[config.mk]
export PLATFORM = sky130hd
export DESIGN_NAME = ansi_escape_parser_top
export DESIGN_NICKNAME = d
export VERILOG_FILES = /design/src/rtl/aep_pkg.sv /design/src/rtl/ansi_escape_parser_top.sv /design/src/rtl/aep_cfg.sv /design/src/rtl/aep_front.sv /design/src/rtl/aep_fifo.sv /design/src/rtl/aep_back.sv
export SDC_FILE = /design/constraint.sdc
export NUM_CORES = 1
export LEC_CHECK = 0
export BUFFER_PORTS_ARGS = -buffer_cell sky130_fd_sc_hd__clkbuf_2
export CAP_MARGIN = 20
export CORE_AREA = 2 2 198 200
export DETAILED_ROUTE_END_ITERATION = 6
export DIE_AREA = 0 0 200 202
export PLACE_DENSITY = 0.73
export SLEW_MARGIN = 0
export SYNTH_ARGS = -nofsm -noshare
export SYNTH_HDL_FRONTEND = slang
export SYNTH_HIERARCHICAL = 1
export SYNTH_SLANG_ARGS = --single-unit
[constraint.sdc]
create_clock -name i_clk -period 5.65 [get_ports i_clk]
set_clock_uncertainty 0.1 [all_clocks]
set_input_delay 1.13 -clock i_clk [delete_from_list [all_inputs] [get_ports i_clk]]
set_output_delay 1.13 -clock i_clk [all_outputs]
set_load 0.01 [all_outputs]
[src/rtl/aep_pkg.sv]
// ----------------------------------------------------------------------------
// aep_pkg
// Shared types, constants and helper functions of the escape sequence parser.
// ----------------------------------------------------------------------------
package aep_pkg;

    localparam int MAX_PARAMS  = 5;
    localparam int CNT_W       = $clog2(MAX_PARAMS + 2);
    localparam int QUEUE_DEPTH = 2;
    localparam int PTR_W       = $clog2(QUEUE_DEPTH);
    localparam int QCNT_W      = $clog2(QUEUE_DEPTH + 1);

    localparam int NUM_REGS  = 6;
    localparam int PADDR_W   = $clog2(4 * NUM_REGS);
    localparam int REG_IDX_W = PADDR_W - 2;
    localparam int IN_W      = 24;
    localparam int OUT_W     = 32;

    localparam logic [REG_IDX_W-1:0] REG_NORMAL_ATTR  = REG_IDX_W'(0);
    localparam logic [REG_IDX_W-1:0] REG_REVERSE_ATTR = REG_IDX_W'(1);
    localparam logic [REG_IDX_W-1:0] REG_BOLD_ATTR    = REG_IDX_W'(2);
    localparam logic [REG_IDX_W-1:0] REG_SCREEN_ROWS  = REG_IDX_W'(3);
    localparam logic [REG_IDX_W-1:0] REG_SCREEN_COLS  = REG_IDX_W'(4);
    localparam logic [REG_IDX_W-1:0] REG_SCROLL_LIMIT = REG_IDX_W'(5);

    localparam logic [7:0] RST_NORMAL_ATTR  = 8'd7;
    localparam logic [7:0] RST_REVERSE_ATTR = 8'd112;
    localparam logic [7:0] RST_BOLD_ATTR    = 8'd15;
    localparam logic [7:0] RST_SCREEN_ROWS  = 8'd24;
    localparam logic [7:0] RST_SCREEN_COLS  = 8'd80;
    localparam logic [7:0] RST_SCROLL_LIMIT = 8'd23;

    localparam logic [7:0] ESC_BYTE     = 8'd27;
    localparam logic [7:0] SAT_LIMIT    = 8'd255;
    localparam logic [7:0] CHR_LBRACKET = 8'h5B;
    localparam logic [7:0] CHR_SEMI     = 8'h3B;
    localparam logic [7:0] CHR_ZERO     = 8'h30;

    localparam logic [7:0] CMD_CLEAR   = 8'h4A; // J
    localparam logic [7:0] CMD_ERASE   = 8'h4B; // K
    localparam logic [7:0] CMD_STATUS  = 8'h6E; // n
    localparam logic [7:0] CMD_SGR     = 8'h6D; // m
    localparam logic [7:0] CMD_SAVE    = 8'h73; // s
    localparam logic [7:0] CMD_RESTORE = 8'h75; // u
    localparam logic [7:0] CMD_UP      = 8'h41; // A
    localparam logic [7:0] CMD_DOWN    = 8'h42; // B
    localparam logic [7:0] CMD_RIGHT   = 8'h43; // C
    localparam logic [7:0] CMD_LEFT    = 8'h44; // D
    localparam logic [7:0] CMD_POS_F   = 8'h66; // f
    localparam logic [7:0] CMD_POS_H   = 8'h48; // H

    localparam logic [7:0] SGR_NORMAL    = 8'd0;
    localparam logic [7:0] SGR_BOLD      = 8'd1;
    localparam logic [7:0] SGR_UNDERLINE = 8'd4;
    localparam logic [7:0] SGR_BLINK     = 8'd5;
    localparam logic [7:0] SGR_REVERSE   = 8'd7;
    localparam logic [7:0] SGR_FG_LO     = 8'd30;
    localparam logic [7:0] SGR_FG_HI     = 8'd37;
    localparam logic [7:0] SGR_BG_LO     = 8'd40;
    localparam logic [7:0] SGR_BG_HI     = 8'd47;
    localparam logic [7:0] DSR_CURSOR    = 8'd6;

    typedef enum logic [2:0] {
        ACT_NONE    = 3'd0,
        ACT_CLEAR   = 3'd1,
        ACT_ERASE   = 3'd2,
        ACT_STATUS  = 3'd3,
        ACT_MOVE    = 3'd4,
        ACT_UNKNOWN = 3'd5
    } t_action;

    typedef struct packed {
        logic [7:0] normal_attr;
        logic [7:0] reverse_attr;
        logic [7:0] bold_attr;
        logic [7:0] screen_rows;
        logic [7:0] screen_cols;
        logic [7:0] scroll_limit;
    } t_cfg;

    typedef struct packed {
        logic                        in_seq;
        logic                        exec;
        logic [7:0]                  letter;
        logic [CNT_W-1:0]            argc;
        logic [MAX_PARAMS-1:0][7:0]  args;
        logic                        lead_semi;
        logic [7:0]                  row;
        logic [7:0]                  col;
    } t_cmd;

    typedef struct packed {
        logic [7:0] attr;
        logic       blink;
        logic       bold;
    } t_attr_state;

    typedef struct packed {
        logic       in_seq;
        t_action    action;
        logic [7:0] new_row;
        logic [7:0] new_col;
        logic [7:0] text_attr;
    } t_result;

    function automatic logic [2:0] colour_map(input logic [2:0] idx);
        logic [2:0] m;
        case (idx)
            3'd0:    m = 3'h0;
            3'd1:    m = 3'h4;
            3'd2:    m = 3'h2;
            3'd3:    m = 3'h6;
            3'd4:    m = 3'h1;
            3'd5:    m = 3'h5;
            3'd6:    m = 3'h3;
            default: m = 3'h7;
        endcase
        return m;
    endfunction

    function automatic t_attr_state apply_sgr(input t_attr_state s, input logic [7:0] v,
                                              input t_cfg cfg);
        t_attr_state r;
        logic [7:0]  off;
        r = s;
        off = 8'd0;
        case (v) inside
            SGR_BLINK: begin
                r.attr  = s.attr | 8'h80;
                r.blink = 1'b1;
            end
            SGR_UNDERLINE: begin
                r.attr = s.attr | 8'h01;
            end
            SGR_REVERSE: begin
                r.attr = cfg.reverse_attr;
            end
            SGR_NORMAL: begin
                r.attr  = cfg.normal_attr;
                r.blink = 1'b0;
                r.bold  = 1'b0;
            end
            SGR_BOLD: begin
                r.attr = cfg.bold_attr;
                r.bold = 1'b1;
            end
            [SGR_BG_LO:SGR_BG_HI]: begin
                off    = v - SGR_BG_LO;
                r.attr = {s.blink, colour_map(off[2:0]), s.attr[3:0]};
            end
            [SGR_FG_LO:SGR_FG_HI]: begin
                off    = v - SGR_FG_LO;
                r.attr = {s.attr[7:4], s.bold, colour_map(off[2:0])};
            end
            default: begin
                r = s;
            end
        endcase
        return r;
    endfunction

endpackage

[src/rtl/ansi_escape_parser_top.sv]
// ----------------------------------------------------------------------------
// ansi_escape_parser_top
// Terminal escape sequence parser: classifier, command queue, executor.
//
//  channel   direction  handshake                  payload
//  s (in)    slave      i_s_tvalid / o_s_tready    i_s_tdata  char, row, col
//  m (out)   master     o_m_tvalid / i_m_tready    o_m_tdata  seq, action, row, col, attr
//  apb       slave      psel, penable, pwrite      paddr, pwdata, prdata
//
//  one byte per cycle while the output accepts results; a result passes through
//  a queue slot and then the result register after its byte is accepted
//  reset is synchronous and active low
//  a stalled output fills the two-slot queue before input ready drops
// ----------------------------------------------------------------------------
module ansi_escape_parser_top (
    input  logic                        i_clk,
    input  logic                        i_rst_n,
    input  logic                        i_s_tvalid,
    output logic                        o_s_tready,
    input  logic [aep_pkg::IN_W-1:0]    i_s_tdata,  // char_in, cur_row, cur_col
    output logic                        o_m_tvalid,
    input  logic                        i_m_tready,
    output logic [aep_pkg::OUT_W-1:0]   o_m_tdata,  // in_sequence, action, new_row,
                                                    // new_col, text_attr, zero pad
    input  logic                        psel,
    input  logic                        penable,
    input  logic                        pwrite,
    input  logic [aep_pkg::PADDR_W-1:0] paddr,
    input  logic [31:0]                 pwdata,
    output logic [31:0]                 prdata,
    output logic                        pready
);

    aep_pkg::t_cfg    cfg;
    aep_pkg::t_cmd    push_cmd;
    aep_pkg::t_cmd    head_cmd;
    aep_pkg::t_result result;
    logic             push;
    logic             pop;
    logic             q_full;
    logic             q_empty;

    aep_cfg u_cfg (
        .i_clk   (i_clk),
        .i_rst_n (i_rst_n),
        .psel    (psel),
        .penable (penable),
        .pwrite  (pwrite),
        .paddr   (paddr),
        .pwdata  (pwdata),
        .prdata  (prdata),
        .pready  (pready),
        .o_cfg   (cfg)
    );

    aep_front u_front (
        .i_clk   (i_clk),
        .i_rst_n (i_rst_n),
        .i_valid (i_s_tvalid),
        .i_room  (!q_full),
        .i_char  (i_s_tdata[7:0]),
        .i_row   (i_s_tdata[15:8]),
        .i_col   (i_s_tdata[23:16]),
        .o_ready (o_s_tready),
        .o_push  (push),
        .o_cmd   (push_cmd)
    );

    aep_fifo u_fifo (
        .i_clk   (i_clk),
        .i_rst_n (i_rst_n),
        .i_push  (push),
        .i_cmd   (push_cmd),
        .i_pop   (pop),
        .o_cmd   (head_cmd),
        .o_full  (q_full),
        .o_empty (q_empty)
    );

    aep_back u_back (
        .i_clk      (i_clk),
        .i_rst_n    (i_rst_n),
        .i_cfg      (cfg),
        .i_cmd      (head_cmd),
        .i_empty    (q_empty),
        .i_m_tready (i_m_tready),
        .o_pop      (pop),
        .o_valid    (o_m_tvalid),
        .o_result   (result)
    );

    assign o_m_tdata = {4'd0, result.text_attr, result.new_col, result.new_row,
                        result.action, result.in_seq};

endmodule

[src/rtl/aep_cfg.sv]
// ----------------------------------------------------------------------------
// aep_cfg
// Configuration register bank behind the peripheral bus port.
// ----------------------------------------------------------------------------
module aep_cfg (
    input  logic                        i_clk,
    input  logic                        i_rst_n,
    input  logic                        psel,
    input  logic                        penable,
    input  logic                        pwrite,
    input  logic [aep_pkg::PADDR_W-1:0] paddr,
    input  logic [31:0]                 pwdata,
    output logic [31:0]                 prdata,
    output logic                        pready,
    output aep_pkg::t_cfg               o_cfg
);

    aep_pkg::t_cfg                  r_cfg;
    logic [aep_pkg::REG_IDX_W-1:0]  reg_idx;
    logic                           wr_en;
    logic [7:0]                     rd_val;

    assign reg_idx = paddr[aep_pkg::PADDR_W-1:2];
    assign wr_en   = psel && penable && pwrite && pready;
    assign pready  = 1'b1;
    assign o_cfg   = r_cfg;

    always_ff @(posedge i_clk) begin
        if (!i_rst_n) begin
            r_cfg.normal_attr  <= aep_pkg::RST_NORMAL_ATTR;
            r_cfg.reverse_attr <= aep_pkg::RST_REVERSE_ATTR;
            r_cfg.bold_attr    <= aep_pkg::RST_BOLD_ATTR;
            r_cfg.screen_rows  <= aep_pkg::RST_SCREEN_ROWS;
            r_cfg.screen_cols  <= aep_pkg::RST_SCREEN_COLS;
            r_cfg.scroll_limit <= aep_pkg::RST_SCROLL_LIMIT;
        end else if (wr_en) begin
            case (reg_idx)
                aep_pkg::REG_NORMAL_ATTR:  r_cfg.normal_attr  <= pwdata[7:0];
                aep_pkg::REG_REVERSE_ATTR: r_cfg.reverse_attr <= pwdata[7:0];
                aep_pkg::REG_BOLD_ATTR:    r_cfg.bold_attr    <= pwdata[7:0];
                aep_pkg::REG_SCREEN_ROWS:  r_cfg.screen_rows  <= pwdata[7:0];
                aep_pkg::REG_SCREEN_COLS:  r_cfg.screen_cols  <= pwdata[7:0];
                aep_pkg::REG_SCROLL_LIMIT: r_cfg.scroll_limit <= pwdata[7:0];
                default: ;
            endcase
        end
    end

    always_comb begin
        case (reg_idx)
            aep_pkg::REG_NORMAL_ATTR:  rd_val = r_cfg.normal_attr;
            aep_pkg::REG_REVERSE_ATTR: rd_val = r_cfg.reverse_attr;
            aep_pkg::REG_BOLD_ATTR:    rd_val = r_cfg.bold_attr;
            aep_pkg::REG_SCREEN_ROWS:  rd_val = r_cfg.screen_rows;
            aep_pkg::REG_SCREEN_COLS:  rd_val = r_cfg.screen_cols;
            aep_pkg::REG_SCROLL_LIMIT: rd_val = r_cfg.scroll_limit;
            default:                   rd_val = 8'd0;
        endcase
    end

    assign prdata = {24'd0, rd_val};

endmodule

[src/rtl/aep_front.sv]
// ----------------------------------------------------------------------------
// aep_front
// Byte classifier: tracks escape state and collects decimal parameters,
// emitting one command descriptor per byte.
// ----------------------------------------------------------------------------
module aep_front (
    input  logic          i_clk,
    input  logic          i_rst_n,
    input  logic          i_valid,
    input  logic          i_room,
    input  logic [7:0]    i_char,
    input  logic [7:0]    i_row,
    input  logic [7:0]    i_col,
    output logic          o_ready,
    output logic          o_push,
    output aep_pkg::t_cmd o_cmd
);

    localparam int MP = aep_pkg::MAX_PARAMS;
    localparam int CW = aep_pkg::CNT_W;

    logic                  r_esc_pend, n_esc_pend;
    logic [MP-1:0][7:0]    r_params,   n_params;
    logic [CW-1:0]         r_count,    n_count;
    logic                  r_digit,    n_digit;
    logic                  r_empty,    n_empty;
    logic                  r_lead,     n_lead;

    logic        is_letter;
    logic        is_digit;
    logic [7:0]  digit;
    logic [7:0]  cur_val;
    logic [11:0] acc;
    logic [7:0]  acc_sat;

    assign o_ready = i_room;
    assign o_push  = i_valid && i_room;

    always_comb begin
        is_letter = (i_char inside {[8'h41:8'h5A], [8'h61:8'h7A]});
        is_digit  = (i_char inside {[8'h30:8'h39]});
        digit     = i_char - aep_pkg::CHR_ZERO;

        cur_val = 8'd0;
        for (int i = 0; i < MP; i++) begin
            if (r_count == CW'(i + 1)) begin
                cur_val = r_params[i];
            end
        end
        acc     = {4'd0, cur_val} * 12'd10 + {4'd0, digit};
        acc_sat = (acc > {4'd0, aep_pkg::SAT_LIMIT}) ? aep_pkg::SAT_LIMIT : acc[7:0];

        n_esc_pend = r_esc_pend;
        n_params   = r_params;
        n_count    = r_count;
        n_digit    = r_digit;
        n_empty    = r_empty;
        n_lead     = r_lead;

        o_cmd.in_seq    = 1'b0;
        o_cmd.exec      = 1'b0;
        o_cmd.letter    = i_char;
        o_cmd.argc      = (r_count > CW'(MP)) ? CW'(MP) : r_count;
        o_cmd.args      = r_params;
        o_cmd.lead_semi = r_lead;
        o_cmd.row       = i_row;
        o_cmd.col       = i_col;

        if (i_char == aep_pkg::ESC_BYTE) begin
            n_params     = '0;
            n_count      = '0;
            n_digit      = 1'b0;
            n_empty      = 1'b1;
            n_lead       = 1'b0;
            n_esc_pend   = 1'b1;
            o_cmd.in_seq = 1'b1;
        end else if (r_esc_pend) begin
            n_esc_pend   = 1'b0;
            o_cmd.in_seq = (i_char == aep_pkg::CHR_LBRACKET);
        end else if (!is_letter) begin
            if (is_digit) begin
                if (r_digit) begin
                    for (int i = 0; i < MP; i++) begin
                        if (r_count == CW'(i + 1)) begin
                            n_params[i] = acc_sat;
                        end
                    end
                end else begin
                    if (r_count <= CW'(MP)) begin
                        n_count = r_count + CW'(1);
                        for (int i = 0; i < MP; i++) begin
                            if (r_count == CW'(i)) begin
                                n_params[i] = digit;
                            end
                        end
                    end
                    n_digit = 1'b1;
                end
            end else begin
                if (r_empty && i_char == aep_pkg::CHR_SEMI) begin
                    n_lead = 1'b1;
                end
                n_digit = 1'b0;
            end
            n_empty      = 1'b0;
            o_cmd.in_seq = 1'b1;
        end else begin
            o_cmd.exec = 1'b1;
            n_params   = '0;
            n_count    = '0;
            n_digit    = 1'b0;
            n_empty    = 1'b1;
            n_lead     = 1'b0;
        end
    end

    always_ff @(posedge i_clk) begin
        if (!i_rst_n) begin
            r_esc_pend <= 1'b0;
            r_params   <= '0;
            r_count    <= '0;
            r_digit    <= 1'b0;
            r_empty    <= 1'b1;
            r_lead     <= 1'b0;
        end else if (o_push) begin
            r_esc_pend <= n_esc_pend;
            r_params   <= n_params;
            r_count    <= n_count;
            r_digit    <= n_digit;
            r_empty    <= n_empty;
            r_lead     <= n_lead;
        end
    end

endmodule

[src/rtl/aep_fifo.sv]
// ----------------------------------------------------------------------------
// aep_fifo
// Short command queue between the classifier and the executor.
// ----------------------------------------------------------------------------
module aep_fifo (
    input  logic          i_clk,
    input  logic          i_rst_n,
    input  logic          i_push,
    input  aep_pkg::t_cmd i_cmd,
    input  logic          i_pop,
    output aep_pkg::t_cmd o_cmd,
    output logic          o_full,
    output logic          o_empty
);

    localparam int DEPTH = aep_pkg::QUEUE_DEPTH;
    localparam int PW    = aep_pkg::PTR_W;
    localparam int QW    = aep_pkg::QCNT_W;

    aep_pkg::t_cmd r_mem [DEPTH];
    logic [PW-1:0] r_wr_ptr;
    logic [PW-1:0] r_rd_ptr;
    logic [QW-1:0] r_count;

    assign o_full  = (r_count == QW'(DEPTH));
    assign o_empty = (r_count == '0);
    assign o_cmd   = r_mem[r_rd_ptr];

    always_ff @(posedge i_clk) begin
        if (i_push) begin
            r_mem[r_wr_ptr] <= i_cmd;
        end
    end

    always_ff @(posedge i_clk) begin
        if (!i_rst_n) begin
            r_wr_ptr <= '0;
            r_rd_ptr <= '0;
            r_count  <= '0;
        end else begin
            if (i_push) begin
                r_wr_ptr <= (r_wr_ptr == PW'(DEPTH - 1)) ? '0 : r_wr_ptr + PW'(1);
            end
            if (i_pop) begin
                r_rd_ptr <= (r_rd_ptr == PW'(DEPTH - 1)) ? '0 : r_rd_ptr + PW'(1);
            end
            if (i_push && !i_pop) begin
                r_count <= r_count + QW'(1);
            end else if (!i_push && i_pop) begin
                r_count <= r_count - QW'(1);
            end
        end
    end

    a_no_overflow : assert property (@(posedge i_clk) disable iff (!i_rst_n)
        i_push |-> !o_full)
        else $error("push into full queue");

    a_no_underflow : assert property (@(posedge i_clk) disable iff (!i_rst_n)
        i_pop |-> !o_empty)
        else $error("pop from empty queue");

endmodule

[src/rtl/aep_back.sv]
// ----------------------------------------------------------------------------
// aep_back
// Command executor: attribute and saved cursor state, cursor arithmetic,
// and the registered result stage.
// ----------------------------------------------------------------------------
module aep_back (
    input  logic             i_clk,
    input  logic             i_rst_n,
    input  aep_pkg::t_cfg    i_cfg,
    input  aep_pkg::t_cmd    i_cmd,
    input  logic             i_empty,
    input  logic             i_m_tready,
    output logic             o_pop,
    output logic             o_valid,
    output aep_pkg::t_result o_result
);

    localparam int MP = aep_pkg::MAX_PARAMS;
    localparam int CW = aep_pkg::CNT_W;

    aep_pkg::t_attr_state r_attr, n_attr;
    logic [7:0]           r_saved_row, n_saved_row;
    logic [7:0]           r_saved_col, n_saved_col;
    logic                 r_out_valid;
    aep_pkg::t_result     r_out, n_out;

    logic [MP:0][7:0] a;
    logic [7:0]       n;
    logic [7:0]       p0, p1;
    logic [8:0]       sum_row, sum_col;
    logic             two_args;

    assign o_pop    = !i_empty && (!r_out_valid || i_m_tready);
    assign o_valid  = r_out_valid;
    assign o_result = r_out;

    always_comb begin
        for (int i = 0; i <= MP; i++) begin
            a[i] = (CW'(i) < i_cmd.argc && i < MP) ? i_cmd.args[i % MP] : 8'd0;
        end
        n       = (a[0] == 8'd0) ? 8'd1 : a[0];
        sum_row = {1'b0, i_cmd.row} + {1'b0, n};
        sum_col = {1'b0, i_cmd.col} + {1'b0, n};

        p0       = a[0];
        p1       = a[1];
        two_args = (i_cmd.argc <= CW'(2));
        if (i_cmd.argc == CW'(1)) begin
            if (i_cmd.lead_semi) begin
                p1 = a[0];
                p0 = 8'd1;
            end else begin
                p1 = 8'd1;
            end
        end
        if (p0 == 8'd0) begin
            p0 = 8'd1;
        end
        if (p1 == 8'd0) begin
            p1 = 8'd1;
        end

        n_attr      = r_attr;
        n_saved_row = r_saved_row;
        n_saved_col = r_saved_col;

        n_out.in_seq  = i_cmd.in_seq;
        n_out.action  = aep_pkg::ACT_NONE;
        n_out.new_row = 8'd0;
        n_out.new_col = 8'd0;

        if (i_cmd.exec) begin
            case (i_cmd.letter)
                aep_pkg::CMD_CLEAR: begin
                    n_out.action = aep_pkg::ACT_CLEAR;
                end
                aep_pkg::CMD_ERASE: begin
                    n_out.action = aep_pkg::ACT_ERASE;
                end
                aep_pkg::CMD_STATUS: begin
                    n_out.action = (a[0] == aep_pkg::DSR_CURSOR) ? aep_pkg::ACT_STATUS
                                                                 : aep_pkg::ACT_NONE;
                end
                aep_pkg::CMD_SGR: begin
                    for (int i = 0; i < MP; i++) begin
                        if (CW'(i) < i_cmd.argc) begin
                            n_attr = aep_pkg::apply_sgr(n_attr, a[i], i_cfg);
                        end
                    end
                end
                aep_pkg::CMD_SAVE: begin
                    n_saved_row = i_cmd.row;
                    n_saved_col = i_cmd.col;
                end
                aep_pkg::CMD_RESTORE: begin
                    n_out.action  = aep_pkg::ACT_MOVE;
                    n_out.new_row = r_saved_row;
                    n_out.new_col = r_saved_col;
                end
                aep_pkg::CMD_UP: begin
                    n_out.action  = aep_pkg::ACT_MOVE;
                    n_out.new_row = (i_cmd.row >= n) ? i_cmd.row - n : i_cmd.row;
                    n_out.new_col = i_cmd.col;
                end
                aep_pkg::CMD_DOWN: begin
                    n_out.action  = aep_pkg::ACT_MOVE;
                    n_out.new_row = (sum_row < {1'b0, i_cfg.scroll_limit}) ? sum_row[7:0]
                                                                           : i_cmd.row;
                    n_out.new_col = i_cmd.col;
                end
                aep_pkg::CMD_LEFT: begin
                    n_out.action  = aep_pkg::ACT_MOVE;
                    n_out.new_row = i_cmd.row;
                    n_out.new_col = (i_cmd.col >= n) ? i_cmd.col - n : i_cmd.col;
                end
                aep_pkg::CMD_RIGHT: begin
                    n_out.action  = aep_pkg::ACT_MOVE;
                    n_out.new_row = i_cmd.row;
                    n_out.new_col = (sum_col < {1'b0, i_cfg.screen_cols}) ? sum_col[7:0]
                                                                          : i_cmd.col;
                end
                aep_pkg::CMD_POS_F, aep_pkg::CMD_POS_H: begin
                    if (i_cmd.argc == '0) begin
                        n_out.action = aep_pkg::ACT_MOVE;
                    end else if (two_args
                                 && {1'b0, p0} < ({1'b0, i_cfg.screen_rows} + 9'd1)
                                 && p1 < i_cfg.screen_cols) begin
                        n_out.action  = aep_pkg::ACT_MOVE;
                        n_out.new_row = p0 - 8'd1;
                        n_out.new_col = p1 - 8'd1;
                    end else begin
                        n_out.action = aep_pkg::ACT_UNKNOWN;
                    end
                end
                default: begin
                    n_out.action = aep_pkg::ACT_UNKNOWN;
                end
            endcase
        end

        n_out.text_attr = n_attr.attr;
    end

    always_ff @(posedge i_clk) begin
        if (!i_rst_n) begin
            r_attr.attr  <= aep_pkg::RST_NORMAL_ATTR;
            r_attr.blink <= 1'b0;
            r_attr.bold  <= 1'b0;
            r_saved_row  <= 8'd0;
            r_saved_col  <= 8'd0;
            r_out_valid  <= 1'b0;
        end else if (o_pop) begin
            r_attr      <= n_attr;
            r_saved_row <= n_saved_row;
            r_saved_col <= n_saved_col;
            r_out_valid <= 1'b1;
        end else if (i_m_tready) begin
            r_out_valid <= 1'b0;
        end
    end

    always_ff @(posedge i_clk) begin
        if (o_pop) begin
            r_out <= n_out;
        end
    end

    a_pop_fills_output : assert property (@(posedge i_clk) disable iff (!i_rst_n)
        o_pop |=> r_out_valid)
        else $error("popped command left no result");

    a_open_seq_no_action : assert property (@(posedge i_clk) disable iff (!i_rst_n)
        r_out_valid && r_out.in_seq |-> r_out.action == aep_pkg::ACT_NONE)
        else $error("action reported while sequence open");

endmodule

==> impl_metrics.py <==
metrics = {
    "grt": {
        "grt_usage_pct": 29.6,
        "grt_pass1_vias": 16037,
        "grt_start_max_net_pins": 105,
        "overflow": 0,
        "antenna_found_initial": 0,
        "grt_first_pass_wirelength_um": 93100,
    },
    "detailed_routing": {
        "dr.pass1.iters": 6,
        "route.met2.wl_um": 27600,
        "routedWlPerCell_um": 22.6,
        "met3WireLength_um": 4970,
        "wirelength_um": 60600,
        "highest_layer": "met4",
        "drc": 0,
        "vias_per_cell": 6.45,
        "postRouteAntennaNets": 0,
        "drtIter0Drc": 1992,
        "vias": 17247,
        "wl_met1_um": 25600,
    },
    "yosys": {
        "yosys.area.top_type": "edfxtp_1",
        "synth-edff-count": 168,
        "synth_seq_area_share_pct": 37.9,
        "synth_common_cells": "194 x nand2_1, 168 x edfxtp_1, 127 x dfxtp_1",
        "yosysWarnings": 6,
        "synth_cell_types": 113,
        "syn-mean-instance-area_um2": 9.50,
        "syn_inst": 2105,
        "synth_top_area_share_pct": 25.2,
        "synth_top_flop_cell": "edfxtp_1",
        "yosysMostFrequentCell": "nand2_1",
        "yosys_register_bits": 295,
        "yosys-top-cells-area": "edfxtp_1 25%, dfxtp_1 13%, ha_1 6.1%",
        "synth_area_um2": 20000,
        "synthArstFlopShare_pct": 0,
    },
    "timing": {
        "rsz0062_at_grt": "false",
        "whs_ns": 0.381,
        "tightest_slew_ns": 1.08,
        "min_period_ns": 5.29,
        "max_freq_mhz": 189,
        "slew-limit-headroom_pct": 28.2,
        "min_period_over_period_pct": 93.7,
        "drv_slew": 0,
        "hold_viol": 0,
        "fin_setup_tns_ns": 0,
        "finalSetupViolCount": 0,
    },
    "job": {
        "cap_violations": 0,
    },
    "pwr": {
        "combPwrFrac_pct": 48.0,
        "ir_worst_vdd_uv": 224,
        "swShare_pct": 39.9,
        "p_per_area_nw_per_um2": 412,
        "p_int_mw": 5.38,
        "leakagePower_nw": 8.23,
        "clkPwrFrac_pct": 22.7,
        "sequentialPowerShare_pct": 29.3,
        "netSwitchingPower_mw": 3.57,
    },
    "setup_path": {
        "regToRegSetupSlack_ns": 0.36,
        "cp-start-kind": "register",
        "path_max_fanout": 17,
        "max_stage_delay_ns": 0.44,
        "worst_path_most_repeated_cell": "a21oi_1",
        "worstReg2RegEnd": "u_back/o_result[16]",
        "path_delay_family": "compound AO/OA/AOI/OAI gates",
        "critical_path.endpoint_type": "register",
        "critPathSlowestCell": "or3_1",
        "r2r_cells": 20,
        "cp_num_buf_inv": 3,
        "critPathArrivalTime_ns": 5.50,
        "cp.required_ns": 5.86,
        "worstPathCellList": "mux2_2 -> or3_1 -> buf_4 -> nand2_2 -> ha_1 -> inv_1 -> a21oi_1 -> o21ai_0 -> a21oi_1 -> xor2_1 -> ha_1 -> a21o_1 -> a21oi_1 -> o21ai_0 -> a2111oi_1 -> buf_4 -> o21bai_1 -> o21bai_2 -> a221oi_2 -> o22ai_1",
        "worstSetupPathType": "register to register",
    },
    "die": {
        "pin_count": 135,
        "initial_utilization_pct": 52.3,
        "core_area_um2": 38300,
        "num_rows": 72,
        "die_w_um": 200,
        "die_y_um": 202,
        "die_area_um2": 40400,
    },
    "cts": {
        "clockBufferDepth": 3,
        "htree_levels": 1,
        "cts_sinks": 295,
        "clk_latency_ns": 0.59,
        "cts-root-buf": "clkbuf_16",
        "cts_tree": "yes",
        "cts_setup_buffers": 0,
        "clk_pin_slew_worst_paths_ns": 0.07,
        "cts_hold_buf": 0,
        "cts_made_buffers": 30,
    },
    "final_layout": {
        "area_growth_pct": 8.76,
        "nets": 2304,
        "seqCellArea_um2": 7590,
        "multi_input_area_um2": 11400,
        "layout-drive-gt1-share_pct": 15.9,
        "num_antenna_cells": 0,
        "fill_cells": 3325,
    },
    "worst_hold_path": {
        "min_path_cells": 2,
        "hold_end": "u_cfg/o_cfg[10]",
        "worstHoldStart": "u_cfg/o_cfg[10]",
        "hp-class": "register to register",
    },
    "place": {
        "gp_congestion": 0.966,
        "io_buffers": 79,
        "hpwl_um": 44800,
    },
    "status": {
        "status": "finished, final reports clean",
    },
}
[how the worst max path moves through the flow]
stage	start	to	slack (ns)	cells after the start
after floorplan	register	u_back/o_result[17]	0.04	24
after global placement	register	u_back/o_result[17]	0.20	22
after detailed placement	register	u_back/o_result[17]	0.21	22
after CTS	register	u_back/o_result[17]	0.20	22
after global routing	register	u_back/o_result[16]	0.07	22
final	register	u_back/o_result[16]	0.36	20
[state kept, by name, summed over array words and instances, names as in the netlist, 2 cells and up, named ones only]
register            cells
u_front/o_cmd          40
u_fifo/r_mem          140
u_back/r_saved_row      8
u_fifo/r_count          2
u_cfg/o_cfg            48
u_back/o_result        28
u_back/r_saved_col      8
u_front/r_count         3
u_back/r_attr          10
[placed cells by master (no fill, tap or decap), types with 33 or more instances in the layout]
master    instances
edfxtp_1        168
nand2_1         193
nor3_1           33
ha_1             97
inv_1            93
a32o_1           36
dfxtp_1         126
o21ai_0         100
nor2_1          104
buf_4            48
clkbuf_2         78
nor2b_1          55
mux2_2           83
mux2i_1          79
a21oi_1         112
nand3_1          58
[tightest hold or removal path, stage by stage (launching register included)]
cell and delay (ns):
dfxtp_1 0.32, nand2_1 0.06, mux2i_1 0.05
[power by group through the flow]
stage | clock network (mW) | registers (mW) | logic [mW]
floorplan | 0 | 2.70 | 3.05
global placement | 0 | 2.66 | 4.11
detailed placement | 0 | 2.67 | 4.18
CTS | 2.07 | 2.63 | 4.20
global route | 2.14 | 2.65 | 4.69
finish | 2.03 | 2.63 | 4.30
[kinds of logic after synthesis]
family / share of synthesized area [%]
buffers and inverters: 6.10
other: 0.0563
XOR/XNOR: 2.15
adder cells (fa/ha/maj): 6.67
AND/OR/NAND/NOR: 16.9
multiplexers: 8.96
flip-flops: 37.9
AO/OA/AOI/OAI: 21.2
[layer usage]
metal	global-route usage, %	vias to the layer above
met2	46.9	838
met4	11.3	0
met5	0	-
met1	41.1	8327
li1	-	7927
met3	3.85	155
[per-stage QoR]
stage	setup WS, ns	area, µm²	utilization, %	instances	total power [mW]
after global placement	0.205	20700	54.1	2619	6.77
after detailed placement	0.213	20700	54.1	2619	6.85
after floorplan	0.0401	20100	-	2131	5.74
after CTS	0.197	21700	56.7	2675	8.90
final	0.357	21800	56.8	2675	8.96
after global routing	0.0667	21800	56.8	2675	9.48
[timing repair]
item	CTS	global route
setup endpoints to repair	0	9
gates resized for setup	0	10
endpoints found under the hold margin	0	0
[final cells by class]
type	count	area share, %
multi-input cells	1583	52.3
flip-flops and latches	295	34.9
clock buffers	41	3.88
repair buffers	128	3.57
well taps	518	2.98
inverters	95	1.64
clock inverters	15	0.794
No activity file was read; power rests on OpenSTA's default activity.
